--- src/rtl/slfr_pkg.sv ---
// Package for the sync-word length-prefixed frame receiver.
// Holds protocol constants, frame limits and the result word type.
// No dependencies.
package slfr_pkg;

    localparam int unsigned FRAME_CAPACITY = 256;
    localparam int unsigned OVERHEAD       = 6;

    localparam logic [7:0]  SYNC_FIRST  = 8'hAA;
    localparam logic [7:0]  SYNC_SECOND = 8'h55;
    localparam logic [7:0]  TYPE_DATA   = 8'h01;
    localparam logic [7:0]  TYPE_RESULT = 8'h02;
    localparam logic [15:0] LEN_DATA    = 16'd12;
    localparam logic [15:0] LEN_RESULT  = 16'd21;

    localparam int unsigned CNT_W  = 17;
    localparam int unsigned ADDR_W = 3;

    // register indexes
    localparam logic REG_NOTIFY_ENABLE = 1'b0;

    // result kinds
    localparam logic KIND_PAYLOAD  = 1'b0;
    localparam logic KIND_COMPLETE = 1'b1;

    typedef struct packed {
        logic        kind;
        logic [7:0]  frame_type;
        logic [7:0]  data_byte;
        logic [4:0]  byte_index;
        logic [15:0] frame_length;
        logic        accepted;
        logic        last_payload;
    } t_result;

endpackage

--- src/rtl/sync_length_frame_receiver.sv ---
// Each result is registered in the output register, or in the skid register.
// Throughput: one byte per cycle while the skid register is empty; an output
// register plus a skid register keep s_axis_tready high while one result
// waits on m_axis. Reset (synchronous, i_rst_n low) clears the hunt, header
// state, output valids and notify_enable. Depends on slfr_pkg.
module sync_length_frame_receiver (
    input  logic                          i_clk,
    input  logic                          i_rst_n,
    input  logic                          s_axis_tvalid,
    output logic                          s_axis_tready,
    input  logic [7:0]                    s_axis_tdata,  // [7:0] rx_byte
    output logic                          m_axis_tvalid,
    input  logic                          m_axis_tready,
    // [7:0] frame_type, [15:8] data_byte, [20:16] byte_index,
    // [36:21] frame_length, [37] accepted, [39:38] zero
    output logic [39:0]                   m_axis_tdata,
    output logic                          m_axis_tuser,  // [0] kind
    output logic                          m_axis_tlast,  // last_payload
    input  logic                          psel,
    input  logic                          penable,
    input  logic                          pwrite,
    input  logic [slfr_pkg::ADDR_W-1:0]   paddr,
    input  logic [31:0]                   pwdata,
    output logic [31:0]                   prdata,
    output logic                          pready
);

    localparam int unsigned CW = slfr_pkg::CNT_W;

    logic                r_notify_enable;
    logic                r_synced;
    logic [CW-1:0]       r_byte_count;
    logic [7:0]          r_type;
    logic [15:0]         r_length;
    logic                r_accept;

    logic                n_synced;
    logic [CW-1:0]       n_byte_count;
    logic [7:0]          n_type;
    logic [15:0]         n_length;
    logic                n_accept;

    logic                r_out_valid;
    slfr_pkg::t_result   r_out;
    logic                r_skid_valid;
    slfr_pkg::t_result   r_skid;

    slfr_pkg::t_result   new_res;
    logic                new_valid;
    logic                in_acc;
    logic                out_pop;
    logic                fits;
    logic [CW-1:0]       cnt_inc;
    logic [CW-1:0]       total;
    logic [CW-1:0]       idx_full;
    logic [7:0]          b;

    // APB
    assign pready = 1'b1;
    assign prdata = (paddr[2] == slfr_pkg::REG_NOTIFY_ENABLE) ?
                    {31'd0, r_notify_enable} : 32'd0;

    always_ff @(posedge i_clk) begin
        if (!i_rst_n) begin
            r_notify_enable <= 1'b0;
        end else if (psel && penable && pwrite && pready &&
                     paddr[2] == slfr_pkg::REG_NOTIFY_ENABLE) begin
            r_notify_enable <= pwdata[0];
        end
    end

    assign s_axis_tready = !r_skid_valid;
    assign in_acc        = s_axis_tvalid && s_axis_tready;
    assign out_pop       = r_out_valid && m_axis_tready;
    assign b             = s_axis_tdata;

    assign cnt_inc  = r_byte_count + CW'(1);
    assign total    = {1'b0, r_length} + CW'(slfr_pkg::OVERHEAD);
    assign idx_full = cnt_inc - CW'(slfr_pkg::OVERHEAD);
    assign fits     = ({1'b0, b, r_length[7:0]} + CW'(slfr_pkg::OVERHEAD))
                      <= CW'(slfr_pkg::FRAME_CAPACITY);

    always_comb begin
        n_synced     = r_synced;
        n_byte_count = r_byte_count;
        n_type       = r_type;
        n_length     = r_length;
        n_accept     = r_accept;
        new_valid    = 1'b0;
        new_res.kind         = slfr_pkg::KIND_PAYLOAD;
        new_res.frame_type   = r_type;
        new_res.data_byte    = b;
        new_res.byte_index   = idx_full[4:0];
        new_res.frame_length = r_length;
        new_res.accepted     = r_accept;
        new_res.last_payload = (idx_full + CW'(1)) == {1'b0, r_length};

        if (!r_synced) begin
            if (r_byte_count == CW'(0) && b == slfr_pkg::SYNC_FIRST) begin
                n_byte_count = CW'(1);
            end else if (r_byte_count == CW'(1) && b == slfr_pkg::SYNC_SECOND) begin
                n_byte_count = CW'(2);
                n_synced     = 1'b1;
            end else begin
                n_byte_count = CW'(0);
            end
        end else begin
            n_byte_count = cnt_inc;
            if (cnt_inc == CW'(3)) begin
                n_type = b;
            end else if (cnt_inc == CW'(4)) begin
                n_length = {8'd0, b};
            end else if (cnt_inc == CW'(5)) begin
                n_length = {b, r_length[7:0]};
                n_accept = fits &&
                    ((r_type == slfr_pkg::TYPE_DATA && n_length == slfr_pkg::LEN_DATA &&
                      r_notify_enable) ||
                     (r_type == slfr_pkg::TYPE_RESULT &&
                      n_length == slfr_pkg::LEN_RESULT));
            end else if (cnt_inc >= total) begin
                new_valid            = 1'b1;
                new_res.kind         = slfr_pkg::KIND_COMPLETE;
                new_res.data_byte    = 8'd0;
                new_res.byte_index   = 5'd0;
                new_res.last_payload = 1'b0;
                n_synced             = 1'b0;
                n_byte_count         = CW'(0);
            end else if (cnt_inc >= CW'(slfr_pkg::OVERHEAD) && r_accept) begin
                new_valid = 1'b1;
            end
        end
    end

    always_ff @(posedge i_clk) begin
        if (!i_rst_n) begin
            r_synced     <= 1'b0;
            r_byte_count <= '0;
            r_type       <= '0;
            r_length     <= '0;
            r_accept     <= 1'b0;
        end else if (in_acc) begin
            r_synced     <= n_synced;
            r_byte_count <= n_byte_count;
            r_type       <= n_type;
            r_length     <= n_length;
            r_accept     <= n_accept;
        end
    end

    // output register with skid
    always_ff @(posedge i_clk) begin
        if (!i_rst_n) begin
            r_out_valid  <= 1'b0;
            r_skid_valid <= 1'b0;
        end else if (!r_out_valid || out_pop) begin
            if (r_skid_valid) begin
                r_out_valid  <= 1'b1;
                r_skid_valid <= 1'b0;
            end else begin
                r_out_valid  <= in_acc && new_valid;
            end
        end else if (in_acc && new_valid) begin
            r_skid_valid <= 1'b1;
        end
    end

    always_ff @(posedge i_clk) begin
        if (!r_out_valid || out_pop) begin
            r_out <= r_skid_valid ? r_skid : new_res;
        end
        if (!r_skid_valid) begin
            r_skid <= new_res;
        end
    end

    assign m_axis_tvalid = r_out_valid;
    assign m_axis_tuser  = r_out.kind;
    assign m_axis_tlast  = r_out.last_payload;
    assign m_axis_tdata  = {2'b00, r_out.accepted, r_out.frame_length,
                            r_out.byte_index, r_out.data_byte, r_out.frame_type};

    a_skid_implies_out: assert property (@(posedge i_clk) disable iff (!i_rst_n)
        r_skid_valid |-> r_out_valid)
        else $error("skid word held with empty output register");

    a_complete_clean: assert property (@(posedge i_clk) disable iff (!i_rst_n)
        (r_out_valid && r_out.kind == slfr_pkg::KIND_COMPLETE) |->
        (r_out.data_byte == 8'd0 && r_out.byte_index == 5'd0 && !r_out.last_payload))
        else $error("completion word carries payload fields");

    a_last_accepted: assert property (@(posedge i_clk) disable iff (!i_rst_n)
        (r_out_valid && r_out.last_payload) |->
        (r_out.accepted && r_out.kind == slfr_pkg::KIND_PAYLOAD))
        else $error("last payload flag on non-payload word");

    a_hunt_count: assert property (@(posedge i_clk) disable iff (!i_rst_n)
        !r_synced |-> (r_byte_count == CW'(0) || r_byte_count == CW'(1)))
        else $error("hunt counter out of range");

endmodule

--- config.mk ---
export PLATFORM = sky130hd
export DESIGN_NAME = sync_length_frame_receiver
export DESIGN_NICKNAME = d
export VERILOG_FILES = /design/src/rtl/slfr_pkg.sv /design/src/rtl/sync_length_frame_receiver.sv
export SDC_FILE = /design/constraint.sdc
export NUM_CORES = 1
export LEC_CHECK = 0
export ABC_CLOCK_PERIOD_IN_PS = 5120
export BUFFER_PORTS_ARGS = -buffer_cell sky130_fd_sc_hd__buf_2
export CORE_MARGIN = 2
export CORE_UTILIZATION = 35
export CTS_CLUSTER_SIZE = 16
export DETAILED_ROUTE_END_ITERATION = 10
export PLACE_DENSITY_LB_ADDON = 0.3
export SYNTH_ARGS = -nofsm -noshare
export SYNTH_HDL_FRONTEND = slang
export SYNTH_SLANG_ARGS = --single-unit
--- constraint.sdc ---
create_clock -name i_clk -period 5.12 [get_ports i_clk]
set_clock_uncertainty 0.05 [all_clocks]
set_input_delay 0.512 -clock i_clk [delete_from_list [all_inputs] [get_ports i_clk]]
set_output_delay 0.512 -clock i_clk [all_outputs]
set_load 0.03 [all_outputs]
Word level (Yosys, flattened, before mapping)
Cells that the tools add are included.

Memory bits (read-only): 0. Bits of input ports: 50. Memories: 0. Bits in writable memories: 0. Bits in latches: 0. Output and inout bits: 77. Word-level logic and storage cells: 110. Flip-flop bits (word level): 126.

Equal/unequal tests: 11. Magnitude comparators: 3. Mux-type cells: 40. Multipliers: 0. Bitwise operators: 4. Reduce and logical (&&, ||, !) cells: 24. Divide/modulo/power cells: 0. Shifts and indexed selects: 0. Add/sub/neg operators: 5.

Operator list (count): $mux W17 (5); $mux W13 (5); $mux W40 (1); $add A16 B3 Y17 const B (2); $add A17 B1 Y17 const B (2); $eq A17 B3 Y1 const B (2); $mux W16 (2); $mux W1 (25); $eq A17 B1 Y1 const B (1); $eq A17 B16 Y1 (1); $eq A17 B2 Y1 const B (1); $ge A17 B17 Y1 (1); $ge A17 B3 Y1 const B (1); $le A17 B9 Y1 const B (1); $logic_not A17 Y1 (1); $sub A17 B3 Y17 const B (1); $eq A16 B4 Y1 const B (1); $eq A16 B5 Y1 const B (1); $logic_and A1 B1 Y1 (13); $eq A8 B1 Y1 const B (1); $eq A8 B2 Y1 const B (1); $eq A8 B7 Y1 const B (1); $eq A8 B8 Y1 const B (1); $reduce_and A4 Y1 (2); other kinds (8) (14).

Longest topological paths before layout
Gate-level depths: netlist of the first run.

Depth in word-level cells: 11. Gate-level depth with buffers: 17. Gate-level depth less buffers: 16.

Worst setup path before layout of the first run
Ideal clock, no wire load.

Path type: register -> register. Start: register r_byte_count[0]. End: register r_out (netlist bit m_axis_tlast) (data pin). Arrival time: 3816 ps. Library setup time: 166 ps. Clock period less this slack: 4032 ps. Stages on the path, launching flop included: 16. Data required time: 4904 ps. Buffers on the path: 1. Setup slack: 1088 ps. Path through: dfxtp_1 > ha_1 > buf_2 > xnor2_1 > inv_1 > ha_1 > a311o_1 > o21ai_0 > xnor2_1 > nor4_1 > nor2_1 > nor4b_2 > xor2_1 > or4_1 > a2111o_1 > a211oi_2.

Word-level cells in the longest chain between the ends: 10.

RTL lines: start: declaration (RTL line sync_length_frame_receiver.sv:32) `logic [CW-1:0] r_byte_count;`; start signal: assignment (RTL line sync_length_frame_receiver.sv:143) `r_byte_count <= n_byte_count;`; $add A17 B1 Y17 (*) (RTL line sync_length_frame_receiver.sv:77) `assign cnt_inc = r_byte_count + CW'(1);`; $sub A17 B3 Y17 (RTL line sync_length_frame_receiver.sv:79) `assign idx_full = cnt_inc - CW'(slfr_pkg::OVERHEAD);`; $add A17 B1 Y17 (RTL line sync_length_frame_receiver.sv:96) `new_res.last_payload = (idx_full + CW'(1)) == {1'b0, r_length};`; $eq A17 B16 Y1 (RTL line sync_length_frame_receiver.sv:96); $mux W1 (RTL line sync_length_frame_receiver.sv:120) `end else if (cnt_inc >= total) begin`; $mux W1 (RTL line sync_length_frame_receiver.sv:113) `end else if (cnt_inc == CW'(5)) begin`; $mux W1 (RTL line sync_length_frame_receiver.sv:111) `end else if (cnt_inc == CW'(4)) begin`; $mux W1 (RTL line sync_length_frame_receiver.sv:109) `if (cnt_inc == CW'(3)) begin`; $mux W1 (*) (RTL line sync_length_frame_receiver.sv:98) `if (!r_synced) begin`; $mux W40 (*); end signal: assignment (RTL line sync_length_frame_receiver.sv:169) `r_out <= r_skid_valid ? r_skid : new_res;`; end: declaration (RTL line sync_length_frame_receiver.sv:44) `slfr_pkg::t_result r_out;`.

Every way passes the cells marked *; elsewhere a longest branch is shown, timed or not. A chain may end at the register's enable or synchronous reset.

Worst setup path after layout of the first run
Start: register r_byte_count[3]. End: register r_out (netlist bit m_axis_tlast) (data pin).

Same word-level chain as after synthesis.

==> flow_metrics.py, run 1 <==
metrics = {
    "global_routing": {
        "grt_pass1_vias": 5049,
        "grt_max_degree": 46,
        "grt_usage": 0.168,
        "antenna_found_initial": 0,
        "grt_pass1_wl_um": 26800,
        "gr-total-overflow": 0,
    },
    "power": {
        "powerDensity_nw_per_um2": 304,
        "p_leak_nw": 3.44,
        "ir_drop_uv": 205,
    },
    "worst_setup_path": {
        "start_kind": "flip-flop",
        "crit_slowest_cell": "dfxtp_1",
        "critPathBufInv": 1,
        "cp_cell_sequence": "ha_1 > nand4_1 > nor3_1 > xnor2_1 > inv_1 > ha_1 > a2111oi_0 > nand3b_1 > o221a_2 > a31oi_2 > nand3_1 > or4_1 > a2111o_1 > a211oi_2",
        "crit_type": "flip-flop to flip-flop",
        "cp_slowest_stage_delay_ns": 0.58,
        "cp-end-kind": "flip-flop",
        "cpMostUsedCell": "ha_1",
        "arrival_ns": 4.64,
        "cp.required_ns": 5.33,
        "crit_path_max_fanout": 12,
        "crit_family": "compound AO/OA/AOI/OAI gates",
    },
    "logic_synthesis": {
        "yosysTopAreaCell": "dfxtp_1",
        "syn_avg_cell_area_um2": 9.75,
        "ys_async_sr_fraction": 0,
        "yosysUniqueCellTypes": 75,
        "netlist_area_um2": 6880,
        "synth_area_leaders": "dfxtp_1, edfxtp_1, ha_1",
        "synth_top_area_frac": 0.250,
        "synth_ff_type": "dfxtp_1",
        "synth-edff-count": 40,
        "ys_ff_latch": 126,
        "netlist_instances": 706,
        "ys_warn_count": 0,
        "synth_seq_area_share": 0.425,
    },
    "timing": {
        "hold_viol": 0,
        "slew_headroom": 0.293,
        "hold_ws_ns": 0.278,
        "finalCriticalPeriod_ns": 4.43,
        "rsz0062_at_grt": "false",
        "period_share": 0.865,
        "tightest_slew_ns": 1.06,
        "setup_ws_ns": 0.689,
        "setup_tns_ns": 0,
        "fmax_mhz": 226,
        "slew_violations": 0,
        "setup-violations-final": 0,
    },
    "detailed_routing": {
        "wl_per_cell_um": 16.0,
        "drt_iter0_drc": 399,
        "dr.pass1.iters": 4,
        "num_vias": 5311,
        "drc": 0,
        "ant_nets": 0,
        "wl_um": 16900,
        "viasPerCell": 5.03,
    },
    "floorplan": {
        "initial_core_util": 0.355,
        "core_area_um2": 19400,
        "rows": 51,
        "die_x_um": 144,
        "ioPinCount": 127,
        "die-area_um2": 20800,
        "die_y_um": 144,
    },
    "cells_and_area": {
        "layout-drive-gt1-share": 0.209,
        "finalNetCount": 856,
        "diodes": 0,
        "final_cells": 1056,
        "layout.core_utilization": 0.418,
        "final_common_cell": "dfxtp_1",
        "synthToLayoutAreaGrowth_pct": 17.8,
        "final_cell_mix": "dfxtp_1, buf_2, nor2_1",
    },
    "clock_tree": {
        "cts_resized": 0,
        "tritoncts": "built",
        "worst_skew_pair.late_latency_ns": 0.42,
        "ctsHtreeMaxLevel": 4,
        "cts_buffers": 17,
        "clkSlewWorstSetupHoldPaths_ns": 0.06,
        "cts-root-buf": "clkbuf_16",
        "cts_sinks": 126,
        "post_cts.repair.setup_buffers": 0,
        "hold_buffers": 0,
        "clockBufferDepth": 2,
    },
    "placement": {
        "place_congestion": 0.891,
        "pre_cts_ws_ns": 0.706,
        "io_buffers": 59,
        "dp.cells": 1024,
        "hpwl_um": 12200,
    },
    "status": {
        "outcome": "finished, final reports clean",
    },
    "flow_run": {
        "maxCapViolations": 0,
    },
    "min_path": {
        "hp-class": "input port to flip-flop",
    },
}
==> worst paths after layout <==
path	from	end	slack (ns)	cells after the start
worst max-delay path	r_byte_count[3]	m_axis_tlast	0.69	14
worst min-delay path	pwdata[0]	r_notify_enable	0.28	3
worst max register to register	r_byte_count[3]	m_axis_tlast	0.69	14
worst min register to register	r_skid[4]	r_skid[4]	0.42	2
==> per-layer routing <==
metal | wire length [um] | part of all wire | global-route usage
met5 | 0 | 0 | 0
met4 | 247 | 0.015 | 0.0552
met3 | 702 | 0.042 | 0.0384
met2 | 7840 | 0.46 | 0.270
met1 | 8090 | 0.48 | 0.224
==> cells in the mapped netlist, types with 3 or more instances <==
| cell type | n |
|---|---|
| xor2_1 | 27 |
| xnor2_1 | 32 |
| and3_1 | 8 |
| or4_1 | 4 |
| mux2i_1 | 22 |
| ha_1 | 28 |
| a22oi_1 | 11 |
| o31ai_1 | 3 |
| buf_4 | 35 |
| edfxtp_1 | 40 |
| buf_2 | 10 |
| mux2_2 | 22 |
| nand2_1 | 49 |
| o21a_1 | 7 |
| nand3_1 | 36 |
| nand4_1 | 11 |
| and4_1 | 4 |
| o21ai_0 | 20 |
| inv_1 | 16 |
| nand3b_1 | 4 |
| clkbuf_1 | 21 |
| a211oi_1 | 3 |
| or2_2 | 5 |
| nor3_1 | 14 |
| o21ai_1 | 3 |
| a21oi_1 | 26 |
| or3_1 | 3 |
| dfxtp_1 | 86 |
| and2_1 | 6 |
| nor2b_1 | 3 |
| nand2b_1 | 3 |
| a31oi_1 | 7 |
| nor2_1 | 57 |
| nor4_1 | 17 |
| a22o_1 | 11 |
==> worst reg2reg max path: cells and delay by family, from the launching register on <==
family          cells  cell delay [ns]
flops               1             0.58
buf+inv             1             0.12
simple gates        5             1.09
xor+xnor            1             0.20
compound gates      5             1.62
fa+ha+maj           2             0.61
==> power breakdown <==
| group | switching (W) | total (W) | internal (W) | leakage, nW |
|---|---|---|---|---|
| Combinational | 0.0000753 | 0.0000953 | 0.0000200 | 1.97 |
| Clock | 0.000449 | 0.00133 | 0.000881 | 0.312 |
| Sequential | 0.00000279 | 0.00104 | 0.00104 | 1.16 |
| Total | 0.000527 | 0.00246 | 0.00194 | 3.44 |
==> per-stage QoR <==
stage / cell area, um^2 / power (W)
global route: 8110 / 0.00253
CTS: 8110 / 0.00249
floorplan: 7000 / 0.00115
global placement: 7460 / 0.00115
finish: 8110 / 0.00246
detailed placement: 7460 / 0.00115
==> kinds of logic (layout without fill, tap and decap cells) <==
| family | after synthesis | after routing | synth area share |
|---|---|---|---|
| compound gates | 118 | 118 | 0.120 |
| xor+xnor | 62 | 62 | 0.0831 |
| fa+ha+maj | 28 | 28 | 0.0509 |
| buf+inv | 87 | 140 | 0.0685 |
| flops | 126 | 126 | 0.425 |
| mux | 44 | 44 | 0.0680 |
| other cells | 2 | 34 | 0.00109 |
| simple gates | 239 | 239 | 0.183 |
==> sequential cells by signal, summed over array words and instances (netlist names) <==
name	cells
m_axis_tlast	1
r_byte_count	17
r_synced	1
r_skid_valid	1
r_type	8
m_axis_tdata	38
r_notify_enable	1
m_axis_tvalid	1
r_skid	40
r_length	16
m_axis_tuser	1
r_accept	1
==> area by class of cell <==
cell class                      instances  area, um^2
Inverter                               20        76.3
Sequential cell                       126        2920
Multi-Input combinational cell        525        3610
Clock buffer                           20         447
Timing Repair Buffer                   88         513
Clock inverter                         12         205
Tap cell                              265         332
Fill cell                            1932       11300
No activity file was read; power rests on OpenSTA's default activity.
==> run 2, diff against run 1 <==
--- a/config.mk
+++ b/config.mk
@@ -5,6 +5,7 @@
 export SDC_FILE = /design/constraint.sdc
 export NUM_CORES = 1
 export LEC_CHECK = 0
+export ABC_AREA = 1
 export ABC_CLOCK_PERIOD_IN_PS = 5120
 export BUFFER_PORTS_ARGS = -buffer_cell sky130_fd_sc_hd__buf_2
 export CORE_MARGIN = 2
==> run 2 against run 1 <==
  * Critical path depth up 5
  * Combinational power up 2.4%
  * Synthesized cell count up 38%
  * Sequential share of layout area about the same
  * Count of clock-buffer cells in the layout down 1
  * Global-route usage up 1.3 points
  * Cell area up 0.11%
  * Flip-flop and latch count unchanged
  * Highest routed layer unchanged
==> flow_metrics.py, run 2 <==
metrics = {
    "logic_synthesis": {
        "synth-edff-count": 40,
        "ys_async_sr_fraction": 0,
        "synth_top_area_frac": 0.242,
        "netlist_instances": 973,
        "netlist_area_um2": 7110,
        "ys_warn_count": 0,
        "synth_ff_type": "dfxtp_1",
        "syn_avg_cell_area_um2": 7.31,
        "synth_seq_area_share": 0.411,
        "synth_common_cells": "nand2_1, dfxtp_1, inv_1, nor2_1, nand3_1",
        "yosysUniqueCellTypes": 44,
        "synth_area_leaders": "dfxtp_1, edfxtp_1, nand2_1",
        "yosysTopAreaCell": "dfxtp_1",
        "post-synth-top-count-cell": "nand2_1",
        "ys_ff_latch": 126,
    },
    "clock_tree": {
        "worst_skew_pair.late_latency_ns": 0.42,
        "tritoncts": "built",
        "hold_buffers": 0,
        "cts-root-buf": "clkbuf_16",
        "clkSlewWorstSetupHoldPaths_ns": 0.06,
        "ctsHtreeMaxLevel": 4,
        "post_cts.repair.setup_buffers": 0,
        "clockBufferDepth": 2,
        "cts_sinks": 126,
        "cts_buffers": 17,
        "cts_resized": 0,
    },
    "worst_setup_path": {
        "critPathBufInv": 5,
        "crit_slowest_cell": "dfxtp_1",
        "start_kind": "flip-flop",
        "crit_type": "flip-flop to flip-flop",
        "reg2reg_from": "r_byte_count[0]",
        "cp.depth": 19,
        "worstReg2RegEnd": "m_axis_tdata[18]",
        "reg2reg_depth": 19,
        "cp-end-kind": "flip-flop",
        "cp.required_ns": 5.24,
        "crit_family": "simple AND/OR/NAND/NOR gates",
        "cp_cell_sequence": "ha_1 > nand2_1 > inv_1 > nand2_1 > inv_1 > nand4_1 > nand2_1 > inv_1 > ha_1 > nand4_1 > nor2_1 > nand4_1 > nand4_1 > nand2_1 > inv_1 > nand3_1 > nand2_1 > inv_1 > a22o_1",
        "rrSetupSlack_ns": 0.97,
        "arrival_ns": 4.26,
        "startpoint": "r_byte_count[0]",
        "cp_slowest_stage_delay_ns": 0.60,
        "crit_path_max_fanout": 13,
    },
    "timing": {
        "hold_viol": 0,
        "setup_tns_ns": 0,
        "tightest_slew_ns": 0.949,
        "fmax_mhz": 241,
        "period_share": 0.810,
        "rsz0062_at_grt": "false",
        "finalCriticalPeriod_ns": 4.15,
        "setup-violations-final": 0,
        "slew_violations": 0,
        "slew_headroom": 0.365,
    },
    "cells_and_area": {
        "finalNetCount": 1108,
        "final_common_cell": "nand2_1",
        "diodes": 0,
        "synthToLayoutAreaGrowth_pct": 14.1,
        "final_cell_mix": "nand2_1, inv_1, dfxtp_1",
        "layout-drive-gt1-share": 0.119,
        "top_register": "r_skid",
        "largest_reg_flops": 40,
    },
    "detailed_routing": {
        "dr.pass1.iters": 5,
        "num_vias": 6396,
        "wl_per_cell_um": 14.6,
        "drc": 0,
        "ant_nets": 0,
        "wl_um": 19100,
        "viasPerCell": 4.87,
        "drt_iter0_drc": 489,
    },
    "flow_run": {
        "maxCapViolations": 0,
    },
    "global_routing": {
        "grt_max_degree": 61,
        "grt_usage": 0.181,
        "gr-total-overflow": 0,
        "antenna_found_initial": 0,
        "grt_pass1_vias": 5772,
        "grt_pass1_wl_um": 30600,
    },
    "floorplan": {
        "die_y_um": 147,
        "ioPinCount": 127,
        "rows": 52,
        "die_x_um": 147,
        "initial_core_util": 0.354,
        "core_area_um2": 20100,
        "die-area_um2": 21500,
    },
    "min_path": {
        "min-delay-start": "pwdata[0]",
        "min_to": "r_notify_enable",
        "hp-class": "input port to flip-flop",
        "whs_path_depth": 2,
    },
    "power": {
        "finalPower_w": 0.00236,
        "p_leak_nw": 3.72,
        "ir_drop_uv": 188,
        "powerDensity_nw_per_um2": 290,
    },
    "placement": {
        "hpwl_um": 14400,
        "place_congestion": 0.918,
        "io_buffers": 59,
    },
    "status": {
        "outcome": "finished, final reports clean",
    },
}
run 2: how the worst max path moves through the flow:
| stage | endpoint | slack, ns |
|---|---|---|
| after floorplan | m_axis_tdata[10] | 1.95 |
| after global placement | m_axis_tdata[18] | 1.04 |
| after detailed placement | m_axis_tdata[18] | 1.02 |
| after CTS | m_axis_tdata[18] | 1.00 |
| after global routing | m_axis_tdata[18] | 0.64 |
| final | m_axis_tdata[18] | 0.97 |
run 2: metrics by stage:
stage / hold WS (ns) / instance area, um^2 / setup WS (ns) / cells / utilization
global route: 0.304 / 8120 / 0.635 / 1313 / 0.404
detailed placement: 0.388 / 7530 / 1.02 / 1281 / 0.374
global placement: 0.385 / 7530 / 1.04 / 1281 / 0.374
floorplan: 0.368 / 7230 / 1.95 / 1005 / -
CTS: 0.287 / 8120 / 1.00 / 1313 / 0.404
finish: 0.301 / 8120 / 0.973 / 1313 / 0.404
run 2: final cells by class:
| cell class | count | area [um^2] |
|---|---|---|
| clock buffers | 19 | 443 |
| clock inverters | 13 | 148 |
| fillers | 2060 | 12000 |
| inverters | 90 | 338 |
| multi-input cells | 735 | 3620 |
| flip-flops and latches | 126 | 2920 |
| well taps | 270 | 338 |
| repair buffers | 60 | 303 |
run 2: report_power, final:
group / internal [W] / switching, W / leakage, nW
logic: 0.0000171 / 0.0000804 / 2.27
registers: 0.00103 / 0.00000368 / 1.16
clock network: 0.000740 / 0.000480 / 0.291
total: 0.00179 / 0.000564 / 3.72
run 2: logic make-up (layout without fill, tap and decap cells):
family	after synthesis	in the layout	synth area share
DFF	126	126	0.411
xor gates and xnor gates	16	16	0.0208
AOI/OAI and AO/OA	133	133	0.103
adders and majority gates	28	28	0.0493
other	2	34	0.00106
buffers and inverters	144	182	0.0966
and+or+nand+nor	524	524	0.318
run 2: metal layers:
metal / up-vias / GRT usage / wire (um)
li1: 3270 / - / -
met1: 2911 / 0.249 / 9100
met2: 192 / 0.286 / 8590
met3: 23 / 0.0409 / 1130
met4: 0 / 0.0534 / 313
met5: - / 0 / 0
run 2: worst register-to-register path, cell delays in order, from the launching register on:
cell and delay, ns:
dfxtp_1 0.60, ha_1 0.35, nand2_1 0.13, inv_1 0.14
nand2_1 0.08, inv_1 0.07, nand4_1 0.07, nand2_1 0.23
inv_1 0.13, ha_1 0.37, nand4_1 0.16, nor2_1 0.21
nand4_1 0.13, nand4_1 0.13, nand2_1 0.06, inv_1 0.07
nand3_1 0.13, nand2_1 0.45, inv_1 0.12, a22o_1 0.21
==> run 3, diff against run 2 <==
--- a/config.mk
+++ b/config.mk
@@ -5,8 +5,8 @@
 export SDC_FILE = /design/constraint.sdc
 export NUM_CORES = 1
 export LEC_CHECK = 0
-export ABC_AREA = 1
-export ABC_CLOCK_PERIOD_IN_PS = 5120
+export ABC_AREA = 0
+export ABC_CLOCK_PERIOD_IN_PS = 4200
 export BUFFER_PORTS_ARGS = -buffer_cell sky130_fd_sc_hd__buf_2
 export CORE_MARGIN = 2
 export CORE_UTILIZATION = 35
==> constraint.sdc (replaced) <==
create_clock -name i_clk -period 4.2 [get_ports i_clk]
set_clock_uncertainty 0.05 [all_clocks]
set_input_delay 0.42 -clock i_clk [delete_from_list [all_inputs] [get_ports i_clk]]
set_output_delay 0.42 -clock i_clk [all_outputs]
set_load 0.03 [all_outputs]
==> run 3 against run 2 <==
  * Final cell count shrank 17%
  * Hold slack got worse by 0.13 ns
  * Count of clock-buffer cells in the layout decreased by 1
  * Sequential share of layout area decreased by 1.5 points
  * Clock power increased by 17%
==> flow_metrics.py, run 3 (synthesized netlist as in run 1, its figures left out) <==
metrics = {
    "global_routing": {
        "grt_max_degree": 46,
        "grt_pass1_vias": 5062,
        "gr-total-overflow": 0,
        "antenna_found_initial": 0,
        "grt_usage": 0.174,
        "grt_pass1_wl_um": 27500,
    },
    "worst_setup_path": {
        "cp_slowest_stage_delay_ns": 0.58,
        "startpoint": "r_byte_count[0]",
        "start_kind": "flip-flop",
        "crit_family": "simple AND/OR/NAND/NOR gates",
        "cp.required_ns": 4.41,
        "critPathBufInv": 3,
        "rrSetupSlack_ns": 0.16,
        "cp.depth": 13,
        "crit_end": "m_axis_tlast",
        "reg2reg_from": "r_byte_count[0]",
        "arrival_ns": 4.25,
        "cp_cell_sequence": "buf_4 > inv_1 > ha_2 > buf_4 > nand2b_1 > a21oi_1 > or2_2 > or4_1 > a211o_4 > xnor2_1 > or4_1 > a2111o_1 > a211oi_2",
        "cp-end-kind": "flip-flop",
        "crit_path_max_fanout": 12,
        "reg2reg_depth": 13,
        "crit_type": "flip-flop to flip-flop",
        "crit_slowest_cell": "or4_1",
        "worstReg2RegEnd": "m_axis_tlast",
    },
    "clock_tree": {
        "cts_buffers": 17,
        "tritoncts": "built",
        "cts_sinks": 126,
        "clockBufferDepth": 2,
        "ctsHtreeMaxLevel": 4,
        "cts-root-buf": "clkbuf_16",
        "clkSlewWorstSetupHoldPaths_ns": 0.07,
        "worst_skew_pair.late_latency_ns": 0.43,
    },
    "timing": {
        "period_share": 0.962,
        "slew_headroom": 0.296,
        "setup_tns_ns": 0,
        "hold_viol": 0,
        "tightest_slew_ns": 1.06,
        "fmax_mhz": 247,
        "setup-violations-final": 0,
        "slew_violations": 0,
        "setup_ws_ns": 0.159,
        "finalCriticalPeriod_ns": 4.04,
    },
    "floorplan": {
        "rows": 51,
        "core_area_um2": 19400,
        "die_x_um": 144,
        "die_y_um": 144,
        "ioPinCount": 127,
        "initial_core_util": 0.355,
        "die-area_um2": 20800,
    },
    "cells_and_area": {
        "finalNetCount": 895,
        "diodes": 0,
        "top_register": "r_skid",
        "largest_reg_flops": 40,
        "layout-drive-gt1-share": 0.276,
        "final_cell_mix": "dfxtp_1, buf_4, buf_2",
        "fill_cells": 1916,
        "final_cells": 1095,
        "final_area_um2": 8470,
        "synthToLayoutAreaGrowth_pct": 23.0,
        "final_common_cell": "dfxtp_1",
    },
    "placement": {
        "place_congestion": 0.929,
        "hpwl_um": 12800,
        "dpl-instance-area_um2": 7730,
        "io_buffers": 59,
        "dp.cells": 1060,
        "pre_cts_ws_ns": -0.0336,
    },
    "detailed_routing": {
        "wl_per_cell_um": 16.0,
        "drc": 0,
        "num_vias": 5486,
        "drt_iter0_drc": 372,
        "viasPerCell": 5.01,
        "ant_nets": 0,
        "dr.pass1.iters": 5,
        "wl_um": 17500,
    },
    "power": {
        "powerDensity_nw_per_um2": 333,
        "ir_drop_uv": 237,
        "p_leak_nw": 3.63,
    },
    "min_path": {
        "hp-class": "input port to flip-flop",
    },
    "flow_run": {
        "maxCapViolations": 0,
    },
    "status": {
        "outcome": "finished, final reports clean",
    },
}
-- run 3: worst reg2reg max path, delay by kind of cell, from the launching register on --
family                   cells  cell delay [ns]
XOR/XNOR                     1             0.13
adder cells (fa/ha/maj)      1             0.33
flip-flops                   1             0.34
buffers and inverters        3             0.45
AO/OA/AOI/OAI                4             1.01
AND/OR/NAND/NOR              4             1.56
-- run 3: final cells by class --
class	instances	area [um^2]	share of cell area
multi-input combinational	525	3750	0.443
sequential	126	2930	0.345
timing repair buffer	127	813	0.0960
clock buffer	18	439	0.0518
tap	265	332	0.0391
clock inverter	14	134	0.0158
inverter	20	76.3	0.00901
-- run 3: how the worst min path moves through the flow --
stage | from | endpoint | depth (start not counted)
finish | pwdata[0] | r_notify_enable | 3
global route | i_rst_n | r_byte_count[3] | 2
CTS | pwdata[0] | r_notify_enable | 3
detailed placement | r_skid[39] | r_skid[39] | 1
global placement | r_skid[39] | r_skid[39] | 1
floorplan | r_skid[39] | r_skid[39] | 1
-- run 3: power by group --
part	internal (W)	total, W	switching, W	leakage (nW)
Clock	0.000838	0.00143	0.000597	0.283
Sequential	0.00126	0.00126	0.00000332	1.16
Combinational	0.0000262	0.000118	0.0000916	2.19
Total	0.00213	0.00282	0.000691	3.63
-- run 3: what timing repair did --
action	4_1_cts	5_1_grt
endpoints found under the setup margin	1	14
hold buffers	0	0
resized for setup	2	28
buffers inserted	0	3
pin swaps	0	9
-- run 3: stage by stage --
step	total power, W	hold WS, ns	util
final	0.00282	0.175	0.437
after global routing	0.00290	0.209	0.437
after CTS	0.00283	0.173	0.429
after detailed placement	0.00141	0.390	0.398
after global placement	0.00141	0.383	0.398
after floorplan	0.00140	0.372	-
-- run 3: routing by layer --
layer  wire, um  share of wire  up-vias  GRT usage
met5          0              0        -          0
met4        436          0.025        0     0.0741
met3        800          0.046       33     0.0354
met2       8010           0.46      160      0.275
met1       8240           0.47     2582      0.233
li1           -              -     2711          -
